**config.mk**
```make
export PLATFORM = sky130hd
export DESIGN_NAME = audio_cpu_io_ports_and_timers_unit
export DESIGN_NICKNAME = d
export VERILOG_FILES = /design/src/rtl/core/acpu_io_pkg.sv /design/src/rtl/core/audio_cpu_io_ports_and_timers_unit.sv
export SDC_FILE = /design/constraint.sdc
export NUM_CORES = 1
export LEC_CHECK = 0
export BUFFER_PORTS_ARGS = -buffer_cell sky130_fd_sc_hd__buf_4
export CORE_MARGIN = 2
export CORE_UTILIZATION = 34
export CTS_CLUSTER_DIAMETER = 200
export DETAILED_ROUTE_END_ITERATION = 10
export PLACE_DENSITY_LB_ADDON = 0.2
export SYNTH_ARGS = -nofsm -noshare
export SYNTH_HDL_FRONTEND = slang
export SYNTH_SLANG_ARGS = --single-unit
```
**constraint.sdc**
```tcl
create_clock -name clk -period 3.84 [get_ports clk]
set_clock_uncertainty 0.15 [all_clocks]
set_input_delay 0.384 -clock clk [delete_from_list [all_inputs] [get_ports clk]]
set_output_delay 0.384 -clock clk [all_outputs]
set_load 0.02 [all_outputs]
```
**src/rtl/core/acpu_io_pkg.sv**
```systemverilog
// Package: payload structs and register map constants for the audio coprocessor I/O unit.
package acpu_io_pkg;

    // Item kinds
    localparam logic [2:0] FUNC_TICK     = 3'd0;
    localparam logic [2:0] FUNC_COPRO_RD = 3'd1;
    localparam logic [2:0] FUNC_COPRO_WR = 3'd2;
    localparam logic [2:0] FUNC_CPU_RD   = 3'd3;
    localparam logic [2:0] FUNC_CPU_WR   = 3'd4;

    // Read data source codes
    localparam logic [1:0] SRC_BLOCK = 2'd0;
    localparam logic [1:0] SRC_ROM   = 2'd1;
    localparam logic [1:0] SRC_RAM   = 2'd2;

    // Address decode
    localparam logic [15:0] REG_PAGE_MASK = 16'hFFF0;
    localparam logic [15:0] REG_PAGE      = 16'h00F0;
    localparam logic [15:0] ROM_MASK      = 16'hFFC0;

    // Coprocessor register offsets within the I/O page
    localparam logic [3:0] REG_CONTROL = 4'h1;
    localparam logic [3:0] REG_PORT0   = 4'h4;
    localparam logic [3:0] REG_PORT1   = 4'h5;
    localparam logic [3:0] REG_PORT2   = 4'h6;
    localparam logic [3:0] REG_PORT3   = 4'h7;
    localparam logic [3:0] REG_AUX0    = 4'h8;
    localparam logic [3:0] REG_AUX1    = 4'h9;
    localparam logic [3:0] REG_DIV0    = 4'hA;
    localparam logic [3:0] REG_DIV1    = 4'hB;
    localparam logic [3:0] REG_DIV2    = 4'hC;
    localparam logic [3:0] REG_CNT0    = 4'hD;
    localparam logic [3:0] REG_CNT1    = 4'hE;
    localparam logic [3:0] REG_CNT2    = 4'hF;

    // Control register bit that selects the boot ROM
    localparam int CTRL_ROM_BIT = 7;

    // Divider value written as zero
    localparam logic [8:0] DIV_FULL = 9'd256;

    typedef struct packed {
        logic [2:0]  func;
        logic [15:0] addr;
        logic [1:0]  port;
        logic [7:0]  wdata;
    } item_t;

    typedef struct packed {
        logic [7:0] rdata;
        logic [1:0] source;
        logic       ram_store;
    } result_t;

endpackage

```
**src/rtl/core/audio_cpu_io_ports_and_timers_unit.sv**
```systemverilog
// Top level: mailbox ports, auxiliary bytes, control register and three timers.
// A result is registered in the output register, or in the skid entry while the output is held.
// Throughput: one item per cycle while item_stall is low; a two-entry output stage
// (result plus skid) keeps input transfers going while one result waits.
// Reset: asynchronous; timers disabled with divider 1, all ports and counts
// zero, boot ROM selected, output stage empty.
module audio_cpu_io_ports_and_timers_unit #(
    parameter int SLOW_PERIOD = 128,
    parameter int FAST_PERIOD = 16
) (
    input  logic                 clk,
    input  logic                 rst_n,
    input  logic                 item_valid,
    output logic                 item_stall,
    input  acpu_io_pkg::item_t   item,
    output logic                 result_valid,
    input  logic                 result_stall,
    output acpu_io_pkg::result_t result
);
    import acpu_io_pkg::*;

    localparam int SLOW_W = (SLOW_PERIOD > 1) ? $clog2(SLOW_PERIOD) : 1;
    localparam int FAST_W = (FAST_PERIOD > 1) ? $clog2(FAST_PERIOD) : 1;
    localparam logic [SLOW_W-1:0] SLOW_LAST = SLOW_W'(SLOW_PERIOD - 1);
    localparam logic [FAST_W-1:0] FAST_LAST = FAST_W'(FAST_PERIOD - 1);
    localparam logic [SLOW_W-1:0] SLOW_ONE  = SLOW_W'(1);
    localparam logic [FAST_W-1:0] FAST_ONE  = FAST_W'(1);

    // Architectural state
    logic [SLOW_W-1:0] slow_phase_reg, slow_phase_next;
    logic [FAST_W-1:0] fast_phase_reg, fast_phase_next;
    logic [2:0]        enable_reg, enable_next;
    logic [7:0]        count_reg [3];
    logic [7:0]        count_next [3];
    logic [8:0]        div_reg [3];
    logic [8:0]        div_next [3];
    logic [15:0]       prescale_reg [3];
    logic [15:0]       prescale_next [3];
    logic [7:0]        to_copro_reg [4];
    logic [7:0]        to_copro_next [4];
    logic [7:0]        to_cpu_reg [4];
    logic [7:0]        to_cpu_next [4];
    logic [7:0]        aux_reg [2];
    logic [7:0]        aux_next [2];
    logic              rom_on_reg, rom_on_next;

    // Output stage
    logic    out_valid_reg, out_valid_next;
    logic    skid_valid_reg, skid_valid_next;
    result_t out_reg, out_next;
    result_t skid_reg, skid_next;

    logic    item_take;
    logic    out_take;
    logic    is_reg;
    logic    slow_hit;
    logic    fast_hit;
    logic    step [3];
    logic [15:0] ps_inc [3];
    result_t res;

    assign item_stall   = skid_valid_reg;
    assign item_take    = item_valid && !skid_valid_reg;
    assign out_take     = out_valid_reg && !result_stall;
    assign result_valid = out_valid_reg;
    assign result       = out_reg;

    assign is_reg   = (item.addr & REG_PAGE_MASK) == REG_PAGE;
    assign slow_hit = slow_phase_reg == '0;
    assign fast_hit = fast_phase_reg == '0;

    // Item processing: state update and result
    always_comb
    begin
        slow_phase_next = slow_phase_reg;
        fast_phase_next = fast_phase_reg;
        enable_next     = enable_reg;
        count_next      = count_reg;
        div_next        = div_reg;
        prescale_next   = prescale_reg;
        to_copro_next   = to_copro_reg;
        to_cpu_next     = to_cpu_reg;
        aux_next        = aux_reg;
        rom_on_next     = rom_on_reg;
        res             = '0;

        for (int t = 0; t < 3; t++)
        begin
            step[t]   = enable_reg[t] && ((t == 2) ? fast_hit : slow_hit);
            ps_inc[t] = prescale_reg[t] + 16'd1;
        end

        if (item_take)
        begin
            case (item.func)
                FUNC_TICK:
                begin
                    slow_phase_next = (slow_phase_reg == SLOW_LAST) ? '0
                                                                    : slow_phase_reg + SLOW_ONE;
                    fast_phase_next = (fast_phase_reg == FAST_LAST) ? '0
                                                                    : fast_phase_reg + FAST_ONE;
                    for (int t = 0; t < 3; t++)
                    begin
                        if (step[t])
                        begin
                            if (ps_inc[t] == {7'd0, div_reg[t]})
                            begin
                                count_next[t]    = count_reg[t] + 8'd1;
                                prescale_next[t] = '0;
                            end
                            else
                            begin
                                prescale_next[t] = ps_inc[t];
                            end
                        end
                    end
                end
                FUNC_COPRO_RD:
                begin
                    if (is_reg)
                    begin
                        res.source = SRC_BLOCK;
                        case (item.addr[3:0])
                            REG_PORT0, REG_PORT1, REG_PORT2, REG_PORT3:
                                res.rdata = to_copro_reg[item.addr[1:0]];
                            REG_AUX0, REG_AUX1:
                                res.rdata = aux_reg[item.addr[0]];
                            REG_DIV0: res.rdata = div_reg[0][7:0];
                            REG_DIV1: res.rdata = div_reg[1][7:0];
                            REG_DIV2: res.rdata = div_reg[2][7:0];
                            REG_CNT0:
                            begin
                                res.rdata     = {4'd0, count_reg[0][3:0]};
                                count_next[0] = '0;
                            end
                            REG_CNT1:
                            begin
                                res.rdata     = {4'd0, count_reg[1][3:0]};
                                count_next[1] = '0;
                            end
                            REG_CNT2:
                            begin
                                res.rdata     = {4'd0, count_reg[2][3:0]};
                                count_next[2] = '0;
                            end
                            default: res.rdata = '0;
                        endcase
                    end
                    else if (rom_on_reg && ((item.addr & ROM_MASK) == ROM_MASK))
                    begin
                        res.source = SRC_ROM;
                    end
                    else
                    begin
                        res.source = SRC_RAM;
                    end
                end
                FUNC_COPRO_WR:
                begin
                    res.ram_store = 1'b1;
                    if (is_reg)
                    begin
                        case (item.addr[3:0])
                            REG_CONTROL:
                            begin
                                for (int t = 0; t < 3; t++)
                                begin
                                    enable_next[t] = item.wdata[t];
                                    if (!item.wdata[t])
                                    begin
                                        count_next[t] = '0;
                                        div_next[t]   = 9'd1;
                                    end
                                end
                                rom_on_next = item.wdata[CTRL_ROM_BIT];
                            end
                            REG_PORT0, REG_PORT1, REG_PORT2, REG_PORT3:
                                to_cpu_next[item.addr[1:0]] = item.wdata;
                            REG_AUX0, REG_AUX1:
                                aux_next[item.addr[0]] = item.wdata;
                            REG_DIV0:
                                div_next[0] = (item.wdata == '0) ? DIV_FULL
                                                                 : {1'b0, item.wdata};
                            REG_DIV1:
                                div_next[1] = (item.wdata == '0) ? DIV_FULL
                                                                 : {1'b0, item.wdata};
                            REG_DIV2:
                                div_next[2] = (item.wdata == '0) ? DIV_FULL
                                                                 : {1'b0, item.wdata};
                            default: ;
                        endcase
                    end
                end
                FUNC_CPU_RD:
                    res.rdata = to_cpu_reg[item.port];
                FUNC_CPU_WR:
                    to_copro_next[item.port] = item.wdata;
                default: ;
            endcase
        end
    end

    // Output stage: result register with one skid entry
    always_comb
    begin
        out_valid_next  = out_valid_reg;
        skid_valid_next = skid_valid_reg;
        out_next        = out_reg;
        skid_next       = skid_reg;
        if (skid_valid_reg)
        begin
            if (out_take)
            begin
                out_next        = skid_reg;
                skid_valid_next = 1'b0;
            end
        end
        else if (item_take)
        begin
            if (!out_valid_reg || out_take)
            begin
                out_next       = res;
                out_valid_next = 1'b1;
            end
            else
            begin
                skid_next       = res;
                skid_valid_next = 1'b1;
            end
        end
        else if (out_take)
        begin
            out_valid_next = 1'b0;
        end
    end

    // State registers
    always_ff @(posedge clk or negedge rst_n)
    begin
        if (!rst_n)
        begin
            slow_phase_reg <= '0;
            fast_phase_reg <= '0;
            enable_reg     <= '0;
            rom_on_reg     <= 1'b1;
            out_valid_reg  <= 1'b0;
            skid_valid_reg <= 1'b0;
            for (int t = 0; t < 3; t++)
            begin
                count_reg[t]    <= '0;
                div_reg[t]      <= 9'd1;
                prescale_reg[t] <= '0;
            end
            for (int p = 0; p < 4; p++)
            begin
                to_copro_reg[p] <= '0;
                to_cpu_reg[p]   <= '0;
            end
            for (int a = 0; a < 2; a++)
            begin
                aux_reg[a] <= '0;
            end
        end
        else
        begin
            slow_phase_reg <= slow_phase_next;
            fast_phase_reg <= fast_phase_next;
            enable_reg     <= enable_next;
            rom_on_reg     <= rom_on_next;
            out_valid_reg  <= out_valid_next;
            skid_valid_reg <= skid_valid_next;
            count_reg      <= count_next;
            div_reg        <= div_next;
            prescale_reg   <= prescale_next;
            to_copro_reg   <= to_copro_next;
            to_cpu_reg     <= to_cpu_next;
            aux_reg        <= aux_next;
        end
    end

    // Result payload registers
    always_ff @(posedge clk)
    begin
        out_reg  <= out_next;
        skid_reg <= skid_next;
    end

endmodule
```
==> impl_metrics.csv <==
group,metric,value,unit
power_and_ir_drop,p_int,0.00422,W
final_layout,number_of_nets_at_the_end_of_the_flow,1165,
cts,clockRootBuffer,"sky130_fd_sc_hd__clkbuf_16",
yosys,synth_seq_cells,206,
cts,setup_repair_bufs_after_cts,0,
final_layout,mostFrequentLayoutCells,"sky130_fd_sc_hd__dfrtp_1, sky130_fd_sc_hd__nand2_1, sky130_fd_sc_hd__o21ai_0, sky130_fd_sc_hd__mux2_2, sky130_fd_sc_hd__nor2_1",
power_and_ir_drop,power.sequential.fraction,0.458,
route,initialDrtViolationCount,538,
yosys,async_reset_ff_frac,0.893,
power_and_ir_drop,p_sw,0.00161,W
final_layout,final_layout_size_suffix_gt1_frac,0.195,
cts,cts_tree,"yes",
cts,cts_num_sinks,206,
sta,timing.final.crit_share,0.902,
cts,cts-resized-gates,0,
power_and_ir_drop,power.switching_fraction,0.276,
global_route,grt_first_pass_wirelength,47.0,mm
yosys,synth_enable_flop_cells,22,
yosys,synth.top_cell.area_share,0.404,
yosys,seq_area_frac_synth,0.472,
route,drt_pass1_iterations,5,
yosys,ys_top_cells_by_area,"sky130_fd_sc_hd__dfrtp_1, sky130_fd_sc_hd__mux2_2, sky130_fd_sc_hd__edfxtp_1, sky130_fd_sc_hd__nand2_1, sky130_fd_sc_hd__o21ai_0",
yosys,synthDistinctLibCells,70,
final_layout,synthToLayoutAreaGrowth,14.6,%
power_and_ir_drop,share_comb_of_total_power,0.141,
setup_path,worst_r2r_startpoint,"prescale_reg[16]",
placed_design,port-buffer-count,45,
sta,post-route-min-period,3460,ps
final_layout,diodes,0,
sta,max_clock_freq,0.289,GHz
die,die_footprint,34300,um^2
cts,clk_latency,550,ps
setup_path,cp_data_arrival_time,3780,ps
power_and_ir_drop,power.static_leakage,5.33,nW
sta,slew_headroom,0.273,
cts,clk_pin_slew_worst_paths,60,ps
placed_design,dp_hpwl,20.8,mm
setup_path,r2r_cells,10,
power_and_ir_drop,powerDensity,455,nW/um^2
setup_path,worstSetupEndpoint,"count_reg[11]",
route,drt-wirelength-per-cell,18.6,um
worst_hold_path,hold_class,"input pin to flop",
yosys,post_synth_instance_area,11200,um^2
route,antenna_violating_nets_post_route,0,
final_layout,nFillCells,3177,
run,cap_viol_max_count,0,
global_route,initial_antenna_violation_count,0,
status,run_status,"finished, final reports clean",
die,die_y,185,um
setup_path,reg2reg_to,"count_reg[11]",
yosys,synth_top_flop_cell,"sky130_fd_sc_hd__dfrtp_1",
cts,cts_max_level,1,
die,floorplan.die.width,185,um
setup_path,cp-start-kind,"flop",
sta,worst_hold_slack,70.6,ps
route,drc_errors,0,
route,via_count,8526,
setup_path,ff_to_ff_setup_slack,380,ps
setup_path,path_class,"flop to flop",
yosys,netlist.top_cell.by_area,"sky130_fd_sc_hd__dfrtp_1",
global_route,globalRouteTotalUtil,0.174,
yosys,yosysWarnings,0,
sta,totalNegativeSetupSlack,0,ps
yosys,syn_inst,1090,
sta,setup_viol,0,
yosys,synth_fp_nets,1133,
final_layout,max_ffs_per_register,48,
global_route,grt_max_degree,79,
cts,cts-buffers-inserted,25,
route,detail_route.wirelength,29.5,mm
power_and_ir_drop,clock_power_share,0.401,
die,starting_utilization_of_the_core_area,0.344,
global_route,grt_pass1_vias,8033,
die,io-pin-count,46,
setup_path,cp-startpoint,"prescale_reg[16]",
cts,clock_tree.buffer_depth,3,
global_route,grt-ovfl-total,0,
sta,max_slew.worst_pin.slew,1080,ps
setup_path,required,4160,ps
final_layout,layout.cells.most_common,"sky130_fd_sc_hd__dfrtp_1",
setup_path,worst-path-max-fanout,9,
setup_path,crit_path_end_kind,"flop",
sta,grt_setup_unrepaired,"no",
route,detail_route.vias_per_cell,5.39,
die,design.core.area,32500,um^2
placed_design,place.gp.congestion,0.871,
sta,final_slew_viol_count,0,
die,row_count,66,
yosys,syn_area_per_cell,10.2,um^2
sta,timing.final.hold_violations,0,
power_and_ir_drop,peakVddDrop,0.000384,V
-- synth_stat cells (all sizes together) (15+ instances only) --
| library cell | count |
|---|---|
| xnor2 | 33 |
| nor3 | 26 |
| inv | 35 |
| nand2b | 20 |
| o31ai | 25 |
| mux4 | 16 |
| a21oi | 30 |
| dfrtp | 180 |
| mux2 | 81 |
| edfxtp | 22 |
| buf | 17 |
| clkbuf | 48 |
| and3 | 15 |
| nand2 | 110 |
| a22o | 22 |
| mux2i | 16 |
| nor4 | 19 |
| nand3 | 40 |
| o21ai | 84 |
| nand4 | 22 |
| nor2 | 72 |
-- worst min path at each step --
| stage | from | to | slack, ps | depth (start not counted) |
|---|---|---|---|---|
| after global routing | item[0] | to_cpu_reg[0] | 70 | 2 |
| final | item_valid | result_valid | 70 | 3 |
| after CTS | item[28] | skid_reg[0] | 60 | 2 |
| after detailed placement | to_copro_reg[16] | to_copro_reg[16] | 320 | 2 |
| after global placement | to_copro_reg[18] | to_copro_reg[18] | 310 | 2 |
| after floorplan | rst_n | aux_reg[0] | -60 | 0 |
-- logic make-up after synthesis --
| logic type | share of synthesized area |
|---|---|
| AND/OR/NAND/NOR | 0.181 |
| AO/OA/AOI/OAI | 0.136 |
| flip-flops | 0.472 |
| multiplexers | 0.129 |
| buffers and inverters | 0.0361 |
| XOR/XNOR | 0.0345 |
| adder cells (fa/ha/maj) | 0.0112 |
-- worst max-delay path, stage by stage (launching register included) --
cell and delay (ps):
sky130_fd_sc_hd__dfrtp_1 530, sky130_fd_sc_hd__ha_1 390, sky130_fd_sc_hd__nand4_2 220, sky130_fd_sc_hd__or2_2 370
sky130_fd_sc_hd__xnor2_1 230, sky130_fd_sc_hd__nand4_1 180, sky130_fd_sc_hd__nor4b_4 400, sky130_fd_sc_hd__buf_4 220
sky130_fd_sc_hd__a31oi_4 130, sky130_fd_sc_hd__or4_1 480, sky130_fd_sc_hd__o21ai_0 90
-- routing by layer --
layer | part of all wire | global-route usage | up-vias
met5 | 0 | 0 | -
met1 | 0.50 | 0.258 | 4257
met4 | 0.017 | 0.0371 | 0
met3 | 0.029 | 0.0216 | 31
met2 | 0.46 | 0.271 | 132
li1 | - | - | 4106
-- power by group through the flow --
stage	registers (W)	logic (W)	clock network, W
CTS	0.00267	0.000837	0.00238
global placement	0.00270	0.000815	0
global route	0.00271	0.000916	0.00249
detailed placement	0.00271	0.000827	0
floorplan	0.00271	0.000474	0
finish	0.00267	0.000822	0.00233
-- through the flow --
step / total power, W / setup WS [ps] / utilization / std cells / instance area [um^2]
5_1_grt: 0.00611 / 123 / 0.394 / 1583 / 12800
2_1_floorplan: 0.00318 / 849 / - / 1090 / 11200
6_report: 0.00583 / 376 / 0.394 / 1583 / 12800
4_1_cts: 0.00589 / 409 / 0.394 / 1583 / 12800
3_5_place_dp: 0.00354 / 443 / 0.368 / 1534 / 11900
3_3_place_gp: 0.00351 / 535 / 0.368 / 1534 / 11900
-- what timing repair did --
action                                  4_1_cts  5_1_grt
endpoints found under the setup margin        0        0
endpoints found under the hold margin        72        0
hold buffers                                  3        0
-- area by class of cell --
cell class,instances,area [um^2],area share
clock buffers,35,713,0.0558
clock inverters,11,98.8,0.00773
inverters,35,131,0.0103
multi-input cells,784,5490,0.429
flip-flops and latches,206,5270,0.412
well taps,442,553,0.0432
repair buffers,70,539,0.0422
Power figures use the tool's default switching activity.
